==> config.mk <==
export PLATFORM = sky130hd
export DESIGN_NAME = pfs_ctrl
export DESIGN_NICKNAME = d
export VERILOG_FILES = /design/src/hdl/pfs_pkg.sv /design/src/hdl/pfs_ctrl.sv
export SDC_FILE = /design/constraint.sdc
export NUM_CORES = 1
export LEC_CHECK = 0
export ABC_AREA = 1
export BUFFER_PORTS_ARGS = -buffer_cell sky130_fd_sc_hd__buf_2
export CAP_MARGIN = 20
export CORE_MARGIN = 5
export CORE_UTILIZATION = 42
export CTS_CLUSTER_SIZE = 24
export DETAILED_ROUTE_END_ITERATION = 8
export GPL_TIMING_DRIVEN = 0
export HOLD_SLACK_MARGIN = 0.03
export PLACE_DENSITY = 0.76
export SYNTH_ARGS = -nofsm -noshare
export SYNTH_HDL_FRONTEND = slang
export SYNTH_SLANG_ARGS = --single-unit
==> constraint.sdc <==
create_clock -name i_clk -period 1.44 [get_ports i_clk]
set_input_delay 0.288 -clock i_clk [delete_from_list [all_inputs] [get_ports i_clk]]
set_output_delay 0.288 -clock i_clk [all_outputs]
set_load 0.01 [all_outputs]
==> src/hdl/pfs_pkg.sv <==
// ----------------------------------------------------------------------------
// pfs_pkg
// shared types and constants of the pairwise proportional fitting step unit
// ----------------------------------------------------------------------------
`default_nettype none

package pfs_pkg;

    localparam int PW       = 33;
    localparam int SW       = 44;
    localparam int QW       = 40;
    localparam int JW       = 32;
    localparam int LOG_FRAC = 24;
    localparam int DIV_BITS = 40;

    localparam logic [PW-1:0] ONE_Q32   = 33'h1_0000_0000;
    localparam logic [QW-1:0] SCALE_MAX = 40'hFF_FFFF_FFFF;
    localparam logic [SW-1:0] SUM_MAX   = 44'hFFF_FFFF_FFFF;
    localparam logic [31:0]   LN2_Q32   = 32'd2977044472;
    localparam logic [3:0]    NUM_VARS_RST = 4'd10;

    typedef enum logic [1:0] {
        FUNC_LOAD = 2'd0,
        FUNC_EDGE = 2'd1,
        FUNC_READ = 2'd2
    } t_func;

    typedef enum logic [2:0] {
        RES_ZERO,
        RES_READ,
        RES_BADVAR,
        RES_ZMARG,
        RES_NEGSAT,
        RES_POSSAT,
        RES_J
    } t_res;

    typedef enum logic [4:0] {
        S_IDLE,
        S_LOAD,
        S_NOP,
        S_RD1,
        S_RD2,
        S_EDGE,
        S_SUM,
        S_ZCHK,
        S_DLOAD,
        S_DIV,
        S_DSTORE,
        S_SCALE,
        S_CORNER,
        S_CCHK,
        S_NLOAD,
        S_NORM,
        S_LOG,
        S_LACC,
        S_JMUL,
        S_JRES,
        S_DONE
    } t_state;

    typedef struct packed {
        logic capture;
        logic ram_load;
        logic ram_read;
        logic pass_clr;
        logic sum_run;
        logic scale_run;
        logic corner_run;
        logic div_clr;
        logic div_load;
        logic div_run;
        logic div_store;
        logic lacc_clr;
        logic norm_load;
        logic norm_run;
        logic log_load;
        logic log_run;
        logic lacc;
        logic jmul;
        logic res_set;
        t_res res_sel;
        logic push;
    } t_cmd;

    typedef struct packed {
        logic bad_var;
        logic marg_zero;
        logic div_done;
        logic last_quad;
        logic pass_done;
        logic lo_zero;
        logic hi_zero;
        logic norm_done;
        logic it_done;
        logic last_corner;
    } t_sts;

endpackage

`default_nettype wire

==> src/hdl/pfs_ctrl.sv <==
// ----------------------------------------------------------------------------
// pfs_ctrl
// sequencer for load, read and edge update items, and a no-op for other function codes
// ----------------------------------------------------------------------------
`default_nettype none

module pfs_ctrl
    import pfs_pkg::*;
(
    input  wire logic       i_clk,
    input  wire logic       i_rst_n,
    input  wire logic       i_in_valid,
    output logic            o_in_ready,
    input  wire logic [1:0] i_func,
    output logic            o_out_valid,
    input  wire logic       i_out_ready,
    input  wire t_sts       i_sts,
    output t_cmd            o_cmd
);

    t_state r_state, n_state;
    logic   r_out_valid, n_out_valid;

    assign o_in_ready  = (r_state == S_IDLE);
    assign o_out_valid = r_out_valid;

    always_ff @(posedge i_clk) begin
        if (!i_rst_n) begin
            r_state     <= S_IDLE;
            r_out_valid <= 1'b0;
        end else begin
            r_state     <= n_state;
            r_out_valid <= n_out_valid;
        end
    end

    always_comb begin
        n_state = r_state;
        case (r_state)
            S_IDLE: begin
                if (i_in_valid) begin
                    case (t_func'(i_func))
                        FUNC_LOAD: n_state = S_LOAD;
                        FUNC_EDGE: n_state = S_EDGE;
                        FUNC_READ: n_state = S_RD1;
                        default:   n_state = S_NOP;
                    endcase
                end
            end
            S_LOAD, S_NOP, S_RD2: n_state = S_DONE;
            S_RD1:    n_state = S_RD2;
            S_EDGE:   n_state = i_sts.bad_var ? S_DONE : S_SUM;
            S_SUM:    if (i_sts.pass_done) n_state = S_ZCHK;
            S_ZCHK:   n_state = i_sts.marg_zero ? S_DONE : S_DLOAD;
            S_DLOAD:  n_state = S_DIV;
            S_DIV:    if (i_sts.div_done) n_state = S_DSTORE;
            S_DSTORE: n_state = i_sts.last_quad ? S_SCALE : S_DLOAD;
            S_SCALE:  if (i_sts.pass_done) n_state = S_CORNER;
            S_CORNER: if (i_sts.pass_done) n_state = S_CCHK;
            S_CCHK:   n_state = (i_sts.lo_zero || i_sts.hi_zero) ? S_DONE : S_NLOAD;
            S_NLOAD:  n_state = S_NORM;
            S_NORM:   if (i_sts.norm_done) n_state = S_LOG;
            S_LOG:    if (i_sts.it_done) n_state = S_LACC;
            S_LACC:   n_state = i_sts.last_corner ? S_JMUL : S_NLOAD;
            S_JMUL:   n_state = S_JRES;
            S_JRES:   n_state = S_DONE;
            S_DONE:   if (!r_out_valid || i_out_ready) n_state = S_IDLE;
            default:  n_state = S_IDLE;
        endcase
    end

    always_comb begin
        o_cmd       = '0;
        o_cmd.res_sel = RES_ZERO;
        n_out_valid = r_out_valid && !i_out_ready;
        case (r_state)
            S_IDLE:   o_cmd.capture = i_in_valid;
            S_LOAD: begin
                o_cmd.ram_load = 1'b1;
                o_cmd.res_set  = 1'b1;
            end
            S_NOP:    o_cmd.res_set = 1'b1;
            S_RD1:    o_cmd.ram_read = 1'b1;
            S_RD2: begin
                o_cmd.res_set = 1'b1;
                o_cmd.res_sel = RES_READ;
            end
            S_EDGE: begin
                if (i_sts.bad_var) begin
                    o_cmd.res_set = 1'b1;
                    o_cmd.res_sel = RES_BADVAR;
                end else begin
                    o_cmd.pass_clr = 1'b1;
                end
            end
            S_SUM:    o_cmd.sum_run = 1'b1;
            S_ZCHK: begin
                if (i_sts.marg_zero) begin
                    o_cmd.res_set = 1'b1;
                    o_cmd.res_sel = RES_ZMARG;
                end else begin
                    o_cmd.div_clr = 1'b1;
                end
            end
            S_DLOAD:  o_cmd.div_load = 1'b1;
            S_DIV:    o_cmd.div_run = 1'b1;
            S_DSTORE: begin
                o_cmd.div_store = 1'b1;
                o_cmd.pass_clr  = i_sts.last_quad;
            end
            S_SCALE: begin
                o_cmd.scale_run = 1'b1;
                o_cmd.pass_clr  = i_sts.pass_done;
            end
            S_CORNER: o_cmd.corner_run = 1'b1;
            S_CCHK: begin
                if (i_sts.lo_zero) begin
                    o_cmd.res_set = 1'b1;
                    o_cmd.res_sel = RES_NEGSAT;
                end else if (i_sts.hi_zero) begin
                    o_cmd.res_set = 1'b1;
                    o_cmd.res_sel = RES_POSSAT;
                end else begin
                    o_cmd.lacc_clr = 1'b1;
                end
            end
            S_NLOAD:  o_cmd.norm_load = 1'b1;
            S_NORM: begin
                o_cmd.norm_run = 1'b1;
                o_cmd.log_load = i_sts.norm_done;
            end
            S_LOG:    o_cmd.log_run = 1'b1;
            S_LACC:   o_cmd.lacc = 1'b1;
            S_JMUL:   o_cmd.jmul = 1'b1;
            S_JRES: begin
                o_cmd.res_set = 1'b1;
                o_cmd.res_sel = RES_J;
            end
            S_DONE: begin
                if (!r_out_valid || i_out_ready) begin
                    o_cmd.push  = 1'b1;
                    n_out_valid = 1'b1;
                end
            end
            default: ;
        endcase
    end

    a_accept_leaves_idle: assert property (@(posedge i_clk) disable iff (!i_rst_n)
        (i_in_valid && o_in_ready) |=> (r_state != S_IDLE))
        else $error("accepted beat did not start work");

    a_done_free_pushes: assert property (@(posedge i_clk) disable iff (!i_rst_n)
        (r_state == S_DONE && !r_out_valid) |=> (r_out_valid && r_state == S_IDLE))
        else $error("finished result not presented");

    a_no_accept_busy: assert property (@(posedge i_clk) disable iff (!i_rst_n)
        (r_state != S_IDLE) |-> !o_cmd.capture)
        else $error("capture while busy");

endmodule

`default_nettype wire

==> impl_metrics.json, run 1 <==
{
  "status": "stopped before the end",
  "flow.stopped_at": "global routing",
  "firstError": "[ERROR DPL-0033] detailed placement checks failed during check placement.",
  "hpwl_microns": 2200,
  "pre_cts_slack_ps": -213,
  "cts_buffer_depth": 2,
  "htree_levels": 1,
  "numCtsBuffers": 3,
  "io_pins": 41,
  "netlist_area_sq_um": 896,
  "seq_area_frac_synth_pct": 13.4,
  "synth.area.mux_share_pct": 0,
  "worst_endpoint": "o_cmd[4]",
  "place_congestion": 0.891,
  "synth.ff_latch_count": 6,
  "dp.cells": 247,
  "numClockSinks": 6,
  "synth_compound_area_share_pct": 4.33,
  "synthXorXnorAreaFrac_pct": 0,
  "cts_hold_buf": 0,
  "synth_cells": 180,
  "yosys.area_share.simple_pct": 60.8,
  "worstEndpointType": "primary output",
  "antenna_found_initial": 0,
  "synth-adder-area-share_pct": 0,
  "port_buffers": 40,
  "syn_area_per_cell_sq_um": 4.98,
  "dieHeight_microns": 56.2,
  "grt_max_degree": 11,
  "ys_warn_count": 0,
  "synth.distinct_cells": 17,
  "synth_top_family_by_area": "simple AND/OR/NAND/NOR gates",
  "core.rowCount": 16,
  "syn_nets": 196,
  "cts_root_buf": "clkbuf_4",
  "start_util_pct": 44.7,
  "die_w_microns": 56.2
}
Yosys cell counts, drive strengths merged:
cell	instances	area share (%)
or2	1	0.70
nand4	7	4.9
nand3	22	12
nor2	39	19
o21ai	1	0.98
dfxtp	6	13
inv	37	16
buf	6	6.0
nand2	54	23
nor3	1	0.56
a21oi	6	3.4
through the flow:
stage	cell area [sq um]	utilization (%)	hold slack (ps)
3_5_place_dp	1150	57.3	547
2_1_floorplan	912	-	474
4_1_cts	1550	77.3	324
3_3_place_gp	1150	57.3	539
repair_timing:
item / in CTS
cloned: 1
gates resized for setup: 59
setup endpoints to repair: 28
pin swaps: 19
buffers inserted: 23
cells by family after synthesis:
logic type      after synthesis
flops                         6
compound gates                7
buf+inv                      43
simple gates                124
==> run 2: changes to the inputs <==
--- a/config.mk
+++ b/config.mk
@@ -8,13 +8,11 @@
 export ABC_AREA = 1
 export BUFFER_PORTS_ARGS = -buffer_cell sky130_fd_sc_hd__buf_2
 export CAP_MARGIN = 20
-export CORE_MARGIN = 5
-export CORE_UTILIZATION = 42
-export CTS_CLUSTER_SIZE = 24
+export CORE_AREA = 5 5 66 68
 export DETAILED_ROUTE_END_ITERATION = 8
+export DIE_AREA = 0 0 71 73
 export GPL_TIMING_DRIVEN = 0
-export HOLD_SLACK_MARGIN = 0.03
-export PLACE_DENSITY = 0.76
+export PLACE_DENSITY_LB_ADDON = 0.15
 export SYNTH_ARGS = -nofsm -noshare
 export SYNTH_HDL_FRONTEND = slang
 export SYNTH_SLANG_ARGS = --single-unit
==> constraint.sdc (replaced) <==
create_clock -name i_clk -period 1.85 [get_ports i_clk]
set_input_delay 0.37 -clock i_clk [delete_from_list [all_inputs] [get_ports i_clk]]
set_output_delay 0.37 -clock i_clk [all_outputs]
set_load 0.01 [all_outputs]
==> impl_metrics.json, run 2 <==
{
  "rsz0062_at_grt": "true",
  "nNetsFinal": 250,
  "status": "completed",
  "critical_path_arrival_ps": 1450,
  "total_leakage_power_nw": 0.861,
  "core-area_sq_um": 3800,
  "synth_most_common_cell": "nand2_1",
  "cp_max_fo": 7,
  "netlist_area_sq_um": 896,
  "synth.distinct_cells": 17,
  "finalCriticalPeriod_ps": 1820,
  "clockPowerShare_pct": 10.7,
  "start_util_pct": 23.6,
  "synth_top_family_by_area": "simple AND/OR/NAND/NOR gates",
  "synth_enable_flop_cells": 0,
  "place_congestion": 0.864,
  "yosys.area_share.simple_pct": 60.8,
  "ys_warn_count": 0,
  "p_int_w": 0.000871,
  "numCtsBuffers": 3,
  "core.rowCount": 23,
  "power.density_nw_per_um2": 1270,
  "dieHeight_microns": 73,
  "synth-adder-area-share_pct": 0,
  "synth.ff_latch_count": 6,
  "setup_slack_ps": 30.4,
  "synth_area_leader_cell": "nand2_1",
  "ys.flop_type": "dfxtp_1",
  "swShare_pct": 50.7,
  "syn_area_per_cell_sq_um": 4.98,
  "final.setup_skew_ps": 1.79,
  "power.switching_w": 0.000896,
  "route.detailed.drc": 0,
  "drive_gt1_share_pct": 41.8,
  "path_class": "flip-flop to output port",
  "htree_levels": 1,
  "numClockSinks": 6,
  "hold_slack_ps": 434,
  "hpwl_microns": 2510,
  "tightestPinTransition_ps": 287,
  "insertion_delay_ps": 220,
  "min_path_cells": 4,
  "wl_microns": 3220,
  "setup_violations": 0,
  "synth_cells": 180,
  "synth_top_area_share_pct": 21.4,
  "vias": 1231,
  "required_ps": 1480,
  "relSlewSlack_pct": 80.8,
  "grt_remaining_overflow": 0,
  "antenna_found_initial": 0,
  "synth_area_leaders": "nand2_1 (21%), inv_1 (14%), dfxtp_1 (13%), nor2_1 (13%), nand3_1 (12%)",
  "dr.pass1.iters": 4,
  "grt_max_degree": 11,
  "critPathLaunchType": "flip-flop",
  "die_area_sq_um": 5180,
  "grt.total_usage_pct": 12.8,
  "synth.area.mux_share_pct": 0,
  "post_drt_via_cell_ratio": 4.37,
  "cts_hold_buf": 0,
  "ant_nets": 0,
  "syn_to_final_growth_pct": 54.7,
  "drtIter0Drc": 86,
  "synthXorXnorAreaFrac_pct": 0,
  "yosys-top-cells-count": "nand2_1 (51), inv_1 (34), nor2_1 (32), nand3_1 (22), nand4_1 (7)",
  "reg2regPathDepth": 12,
  "die_w_microns": 71,
  "maxCapViolCount": 0,
  "syn_nets": 196,
  "pwr-share-comb_pct": 76.8,
  "top_register": "r_state",
  "layout_common_cells": "nand2_1 (48), buf_2 (40), inv_1 (34)",
  "final_util_pct": 36.5,
  "grt_pass1_vias": 1206,
  "port_buffers": 40,
  "fmax_ghz": 0.550,
  "vdd_drop_max_uv": 448,
  "cts_root_buf": "clkbuf_8",
  "final_common_cell": "nand2_1",
  "post-route-cell-area_sq_um": 1390,
  "largest_reg_flops": 5,
  "grt_pass1_wl_microns": 5350,
  "io_pins": 41,
  "hp-class": "input pin to flip-flop",
  "cts_tree": "yes",
  "dpl_cell_area_sq_um": 1160,
  "end_kind": "output port",
  "wl_per_cell_microns": 11.4,
  "post-route-period-util_pct": 98.4,
  "synth_compound_area_share_pct": 4.33,
  "pre_cts_slack_ps": -36.9,
  "seqPwrFrac_pct": 12.5,
  "seq_area_frac_synth_pct": 13.4,
  "final.fill_count": 446,
  "cts_buffer_depth": 2,
  "drv_slew": 0,
  "finalHoldViolCount": 0,
  "ys_async_sr_fraction_pct": 0,
  "antenna_cells": 0,
  "clk_pin_slew_ps": 40
}
run 2: power by group through the flow:
stage / combinational, W / sequential, W / clock [W]
5_1_grt: 0.00153 / 0.000226 / 0.000211
3_5_place_dp: 0.00108 / 0.000219 / 0
6_report: 0.00136 / 0.000222 / 0.000189
2_1_floorplan: 0.000790 / 0.000207 / 0
3_3_place_gp: 0.00109 / 0.000219 / 0
4_1_cts: 0.00127 / 0.000221 / 0.000196
run 2: worst paths after layout:
path,from,endpoint,slack [ps]
setup reg to reg,r_state[3]$_SDFFE_PN0P_,r_state[2]$_SDFFE_PN0P_,350
hold reg to reg,r_state[1]$_SDFFE_PN0P_,r_state[1]$_SDFFE_PN0P_,530
hold / removal,i_out_ready,o_out_valid$_SDFF_PN0_,430
setup / recovery,r_state[2]$_SDFFE_PN0P_,o_cmd[4],30
run 2: cell type report:
cell class | instances | area, sq um | share of cell area [%]
plain buffers | 6 | 61.3 | 4.42
flip-flops and latches | 6 | 128 | 9.21
repair buffers | 49 | 274 | 19.8
multi-input cells | 131 | 681 | 49.1
inverters | 37 | 139 | 10.0
clock buffers | 3 | 41.3 | 2.98
well taps | 50 | 62.6 | 4.51
run 2: through the flow:
stage               instances  total power (W)  setup TNS [ps]
floorplan                 180         0.000997               0
global placement          270          0.00131           -72.4
detailed placement        270          0.00130           -36.9
CTS                       280          0.00169               0
global route              282          0.00197           -68.4
finish                    282          0.00177               0
run 2: timing repair:
item | 4_1_cts | 5_1_grt
pin swaps | 1 | 1
resized for setup | 18 | 14
endpoints found under the setup margin | 4 | 8
hold endpoints to repair | 0 | 0
buffers inserted | 7 | 2
run 2: kinds of logic (layout without fill, tap and decap cells):
logic type | count (synthesis) | count (layout)
buf+inv | 43 | 95
compound gates | 7 | 7
simple gates | 124 | 124
flops | 6 | 6
run 2: routing by layer:
metal	GRT usage (%)	wire, microns	share of wire [%]
met1	16.2	1480	46
met4	1.25	16	0.50
met3	3.17	152	4.7
met2	22.9	1570	49
met5	0	0	0
run 2: worst max-delay path, stage by stage (launching register included):
cell and delay (ps):
dfxtp_2 300, buf_6 130, buf_4 140, nand3_4 110, nor2_2 60, nand2_2 80
nand3_2 60, or2_4 230, buf_6 120
Note: power is estimated with default switching activity, not from simulation.
==> run 3: changes to the inputs <==
--- a/config.mk
+++ b/config.mk
@@ -7,7 +7,7 @@
 export LEC_CHECK = 0
 export ABC_AREA = 1
 export BUFFER_PORTS_ARGS = -buffer_cell sky130_fd_sc_hd__buf_2
-export CAP_MARGIN = 20
+export CAP_MARGIN = 0
 export CORE_AREA = 5 5 66 68
 export DETAILED_ROUTE_END_ITERATION = 8
 export DIE_AREA = 0 0 71 73
==> constraint.sdc (replaced) <==
create_clock -name i_clk -period 1.85 [get_ports i_clk]
set_input_delay 0.185 -clock i_clk [delete_from_list [all_inputs] [get_ports i_clk]]
set_output_delay 0.185 -clock i_clk [all_outputs]
set_load 0.01 [all_outputs]
==> impl_metrics.json, run 3 (synthesis results as in run 2) <==
{
  "cp_max_fo": 10,
  "p_int_w": 0.000738,
  "hp-start": "i_out_ready",
  "finalHoldViolCount": 0,
  "antenna_cells": 0,
  "grt_pass1_vias": 1110,
  "relSlewSlack_pct": 81.5,
  "hold_path_end": "o_out_valid$_SDFF_PN0_",
  "die_w_microns": 71,
  "cts_hold_buf": 0,
  "pwr-share-comb_pct": 72.8,
  "seq_area_sq_um": 126,
  "post-route-period-util_pct": 94.6,
  "drv_slew": 0,
  "dieHeight_microns": 73,
  "vias": 1191,
  "final.fill_count": 456,
  "wl_microns": 3080,
  "dr.pass1.iters": 4,
  "tightestPinTransition_ps": 277,
  "numClockSinks": 6,
  "start_util_pct": 23.6,
  "path_class": "flip-flop to output port",
  "htree_levels": 1,
  "rr_startpoint": "r_state[2]$_SDFFE_PN0P_",
  "seqPwrFrac_pct": 15.0,
  "grt_remaining_overflow": 0,
  "reg2regPathDepth": 9,
  "port_buffers": 40,
  "power.switching_w": 0.000798,
  "grt.total_usage_pct": 12.0,
  "largest_reg_flops": 5,
  "r2r_end": "r_state[1]$_SDFFE_PN0P_",
  "setup_violations": 0,
  "pre_cts_slack_ps": 148,
  "status": "completed",
  "cts_root_buf": "clkbuf_8",
  "syn_to_final_growth_pct": 40.8,
  "insertion_delay_ps": 220,
  "critPathLaunchType": "flip-flop",
  "wl_per_cell_microns": 11.1,
  "core.rowCount": 23,
  "core-area_sq_um": 3800,
  "setup_slack_ps": 99.6,
  "critical_path_arrival_ps": 1570,
  "numCtsBuffers": 3,
  "clockPowerShare_pct": 12.3,
  "die_area_sq_um": 5180,
  "rrSetupSlack_ps": 400,
  "final_common_cell": "nand2_1",
  "nNetsFinal": 245,
  "finalCriticalPeriod_ps": 1750,
  "total_leakage_power_nw": 0.825,
  "post_drt_via_cell_ratio": 4.30,
  "vdd_drop_max_uv": 436,
  "grt_pass1_wl_microns": 4990,
  "route.detailed.drc": 0,
  "io_pins": 41,
  "multi_input_area_sq_um": 603,
  "cts_tree": "yes",
  "layout_common_cells": "nand2_1 (51), buf_2 (42), inv_1 (34)",
  "drtIter0Drc": 75,
  "power.density_nw_per_um2": 1220,
  "swShare_pct": 52.0,
  "antenna_found_initial": 0,
  "ant_nets": 0,
  "final.setup_skew_ps": 1.76,
  "fmax_ghz": 0.571,
  "dp.cells": 270,
  "clk_pin_slew_ps": 40,
  "min_path_cells": 4,
  "hpwl_microns": 2510,
  "instances_no_fill": 277,
  "drive_gt1_share_pct": 33.5,
  "place_congestion": 0.864,
  "top_register": "r_state",
  "maxCapViolCount": 0,
  "cts_buffer_depth": 2,
  "end_kind": "output port",
  "hp-class": "input pin to flip-flop",
  "required_ps": 1660,
  "grt_max_degree": 11
}
-- run 3: critical path, cell delays in order (launching register included) --
cell and delay, ps:
dfxtp_4 370, inv_2 40, buf_6 130, nand3_2 130, nor2_1 80, nand2_1 90
nand3_1 80, or2_2 270, buf_2 140
-- run 3: per-stage QoR --
| step | setup TNS, ps | total power (W) | hold WS, ps | area [sq um] | utilization, % |
|---|---|---|---|---|---|
| 4_1_cts | 0 | 0.00151 | 250 | 1210 | 31.9 |
| 2_1_floorplan | 0 | 0.000997 | 371 | 896 | - |
| 6_report | 0 | 0.00154 | 249 | 1260 | 33.2 |
| 3_3_place_gp | 0 | 0.00131 | 482 | 1160 | 30.5 |
| 3_5_place_dp | 0 | 0.00130 | 480 | 1160 | 30.5 |
| 5_1_grt | -2.19 | 0.00174 | 281 | 1260 | 33.2 |
-- run 3: final cells by class --
| class | instances | area share [%] |
|---|---|---|
| timing repair buffer | 44 | 18.1 |
| sequential | 6 | 10.0 |
| clock buffer | 3 | 3.27 |
| multi-input combinational | 131 | 47.8 |
| inverter | 37 | 11.0 |
| buffer | 6 | 4.86 |
| tap | 50 | 4.96 |
-- run 3: what timing repair did --
| action | in CTS | in global routing |
|---|---|---|
| gates cloned | 0 | 1 |
| endpoints found under the setup margin | 1 | 1 |
| setup buffers | 0 | 3 |
| resized for setup | 3 | 8 |
-- run 3: worst max-delay path by stage --
stage,from,endpoint,slack [ps],cells past startpoint
after floorplan,r_state[4]$_SDFFE_PN0P_,o_cmd[4],460,7
after global placement,r_state[4]$_SDFFE_PN0P_,o_cmd[4],110,8
after detailed placement,r_state[4]$_SDFFE_PN0P_,o_cmd[4],150,8
after CTS,r_state[3]$_SDFFE_PN0P_,o_cmd[4],3,9
after global routing,r_state[4]$_SDFFE_PN0P_,o_cmd[4],-2,8
final,r_state[4]$_SDFFE_PN0P_,o_cmd[4],100,8
-- run 3: layer usage --
metal,share of wire (%),global-route usage (%)
met1,45,15.7
met2,49,20.9
met4,0,0.626
met3,6.5,2.89
met5,0,0
-- run 3: power by group through the flow --
| stage | sequential (W) | combinational (W) | clock (W) |
|---|---|---|---|
| after floorplan | 0.000207 | 0.000790 | 0 |
| after global placement | 0.000219 | 0.00109 | 0 |
| after detailed placement | 0.000219 | 0.00108 | 0 |
| after CTS | 0.000221 | 0.00110 | 0.000196 |
| after global routing | 0.000238 | 0.00129 | 0.000211 |
| final | 0.000230 | 0.00112 | 0.000189 |
==> run 4: changes to the inputs <==
--- a/config.mk
+++ b/config.mk
@@ -8,9 +8,9 @@
 export ABC_AREA = 1
 export BUFFER_PORTS_ARGS = -buffer_cell sky130_fd_sc_hd__buf_2
 export CAP_MARGIN = 0
-export CORE_AREA = 5 5 66 68
+export CORE_AREA = 2 2 63 65
 export DETAILED_ROUTE_END_ITERATION = 8
-export DIE_AREA = 0 0 71 73
+export DIE_AREA = 0 0 65 67
 export GPL_TIMING_DRIVEN = 0
 export PLACE_DENSITY_LB_ADDON = 0.15
 export SYNTH_ARGS = -nofsm -noshare
==> impl_metrics.json, run 4 (synthesis results as in run 2) <==
{
  "status": "completed",
  "clockPowerShare_pct": 12.3,
  "dieHeight_microns": 67,
  "vdd_drop_max_uv": 440,
  "power.switching_w": 0.000814,
  "rsz0062_at_grt": "false",
  "post-route-cell-area_sq_um": 1270,
  "insertion_delay_ps": 220,
  "grt_pass1_wl_microns": 4610,
  "setup_violations": 0,
  "route.detailed.drc": 0,
  "slowest_delay_ps": 300,
  "drv_slew": 0,
  "power.density_nw_per_um2": 1230,
  "die_w_microns": 65,
  "drtIter0Drc": 64,
  "start_util_pct": 24.8,
  "grt_max_degree": 11,
  "use_met2_pct": 21.8,
  "hpwl_microns": 2410,
  "finalCriticalPeriod_ps": 1760,
  "place_congestion": 0.881,
  "swShare_pct": 52.1,
  "clk_pin_slew_ps": 40,
  "core.rowCount": 22,
  "path_buf_inv": 3,
  "die_area_sq_um": 4360,
  "cp_max_fo": 8,
  "top_register": "r_state",
  "final.setup_skew_ps": 1.02,
  "path_class": "flip-flop to output port",
  "grt_remaining_overflow": 0,
  "pwr-share-comb_pct": 73.2,
  "dr.pass1.iters": 4,
  "critPathSlowestCell": "dfxtp_1",
  "instances_no_fill": 275,
  "vias": 1239,
  "drive_gt1_share_pct": 33.0,
  "required_ps": 1660,
  "post_drt_via_cell_ratio": 4.51,
  "numCtsBuffers": 3,
  "critPathTopFamily": "simple AND/OR/NAND/NOR gates",
  "grt-busiest-layer": "met2",
  "cts_hold_buf": 0,
  "relSlewSlack_pct": 79.9,
  "final_common_cell": "nand2_1",
  "cts_tree": "yes",
  "antenna_found_initial": 0,
  "layout_common_cells": "nand2_1 (51), buf_2 (42), inv_1 (34)",
  "grt_pass1_vias": 1069,
  "wl_per_cell_microns": 10.8,
  "post-route-period-util_pct": 95.2,
  "critPathLaunchType": "flip-flop",
  "maxCapViolCount": 0,
  "numClockSinks": 6,
  "setup_tns_ps": 0,
  "critical_path_arrival_ps": 1580,
  "use_met3_pct": 2.87,
  "core-area_sq_um": 3610,
  "nNetsFinal": 245,
  "fmax_ghz": 0.568,
  "finalHoldViolCount": 0,
  "p_int_w": 0.000749,
  "tightestPinTransition_ps": 301,
  "htree_levels": 1,
  "port_buffers": 40,
  "dp.cells": 268,
  "total_leakage_power_nw": 0.826,
  "hp-class": "input pin to flip-flop",
  "ant_nets": 0,
  "power_w": 0.00156,
  "grt_use_met1_pct": 18.5,
  "seqPwrFrac_pct": 14.5,
  "end_kind": "output port",
  "worstPathCellList": "buf_6 -> buf_4 -> nand3_2 -> nor2_1 -> nand2_1 -> nand3_1 -> or2_2 -> buf_2",
  "grt.total_usage_pct": 13.4,
  "dpl_cell_area_sq_um": 1160,
  "antenna_cells": 0,
  "io_pins": 41,
  "largest_reg_flops": 5,
  "syn_to_final_growth_pct": 42.0,
  "wl_microns": 2980,
  "cts_root_buf": "clkbuf_8",
  "cts_buffer_depth": 2
}
==> run 4: worst min-delay path, delay by kind of cell <==
| kind | cells | cell delay (ps) |
|---|---|---|
| AO/OA/AOI/OAI | 1 | 50 |
| AND/OR/NAND/NOR | 1 | 50 |
| buffers and inverters | 2 | 130 |
==> run 4: repair_timing <==
action                     in CTS  in global routing
setup buffers                   0                  4
pin swaps                       0                  1
setup endpoints to repair       1                  1
resized for setup               1                 11
cloned                          0                  1
==> run 4: power groups by stage <==
stage / registers, W / logic [W] / clock network, W
finish: 0.000227 / 0.00114 / 0.000192
global route: 0.000235 / 0.00129 / 0.000207
CTS: 0.000214 / 0.00108 / 0.000199
detailed placement: 0.000216 / 0.00107 / 0
global placement: 0.000218 / 0.00108 / 0
floorplan: 0.000207 / 0.000790 / 0
==> run 4: metrics by stage <==
| stage | hold WS [ps] | util (%) | setup slack, ps |
|---|---|---|---|
| floorplan | 371 | - | 463 |
| global placement | 482 | 32.1 | 121 |
| detailed placement | 479 | 32.1 | 153 |
| CTS | 248 | 33.3 | 6.94 |
| global route | 268 | 35.3 | 0.804 |
| finish | 250 | 35.3 | 89.5 |
==> run 4: area by class of cell <==
class                      instances  area, sq um
fill                             419         2330
timing repair buffer              45          235
clock buffer                       3         41.3
tap                               48         60.1
buffer                             5         50.0
multi-input combinational        131          621
inverter                          37          139
sequential                         6          126
==> run 4: path summary, 6_finish.rpt <==
kind,cells past startpoint,from,slack [ps],to
min reg2reg,2,r_state[1]$_SDFFE_PN0P_,530,r_state[1]$_SDFFE_PN0P_
max reg2reg,10,r_state[3]$_SDFFE_PN0P_,330,r_state[1]$_SDFFE_PN0P_
max,8,r_state[2]$_SDFFE_PN0P_,90,o_cmd[4]
min,4,i_out_ready,250,o_out_valid$_SDFF_PN0_
==> run 4: per-layer routing <==
layer | wire length, microns | vias up
met3 | 180 | 0
met5 | 0 | -
met4 | 0 | 0
li1 | - | 646
met1 | 1460 | 552
met2 | 1340 | 41
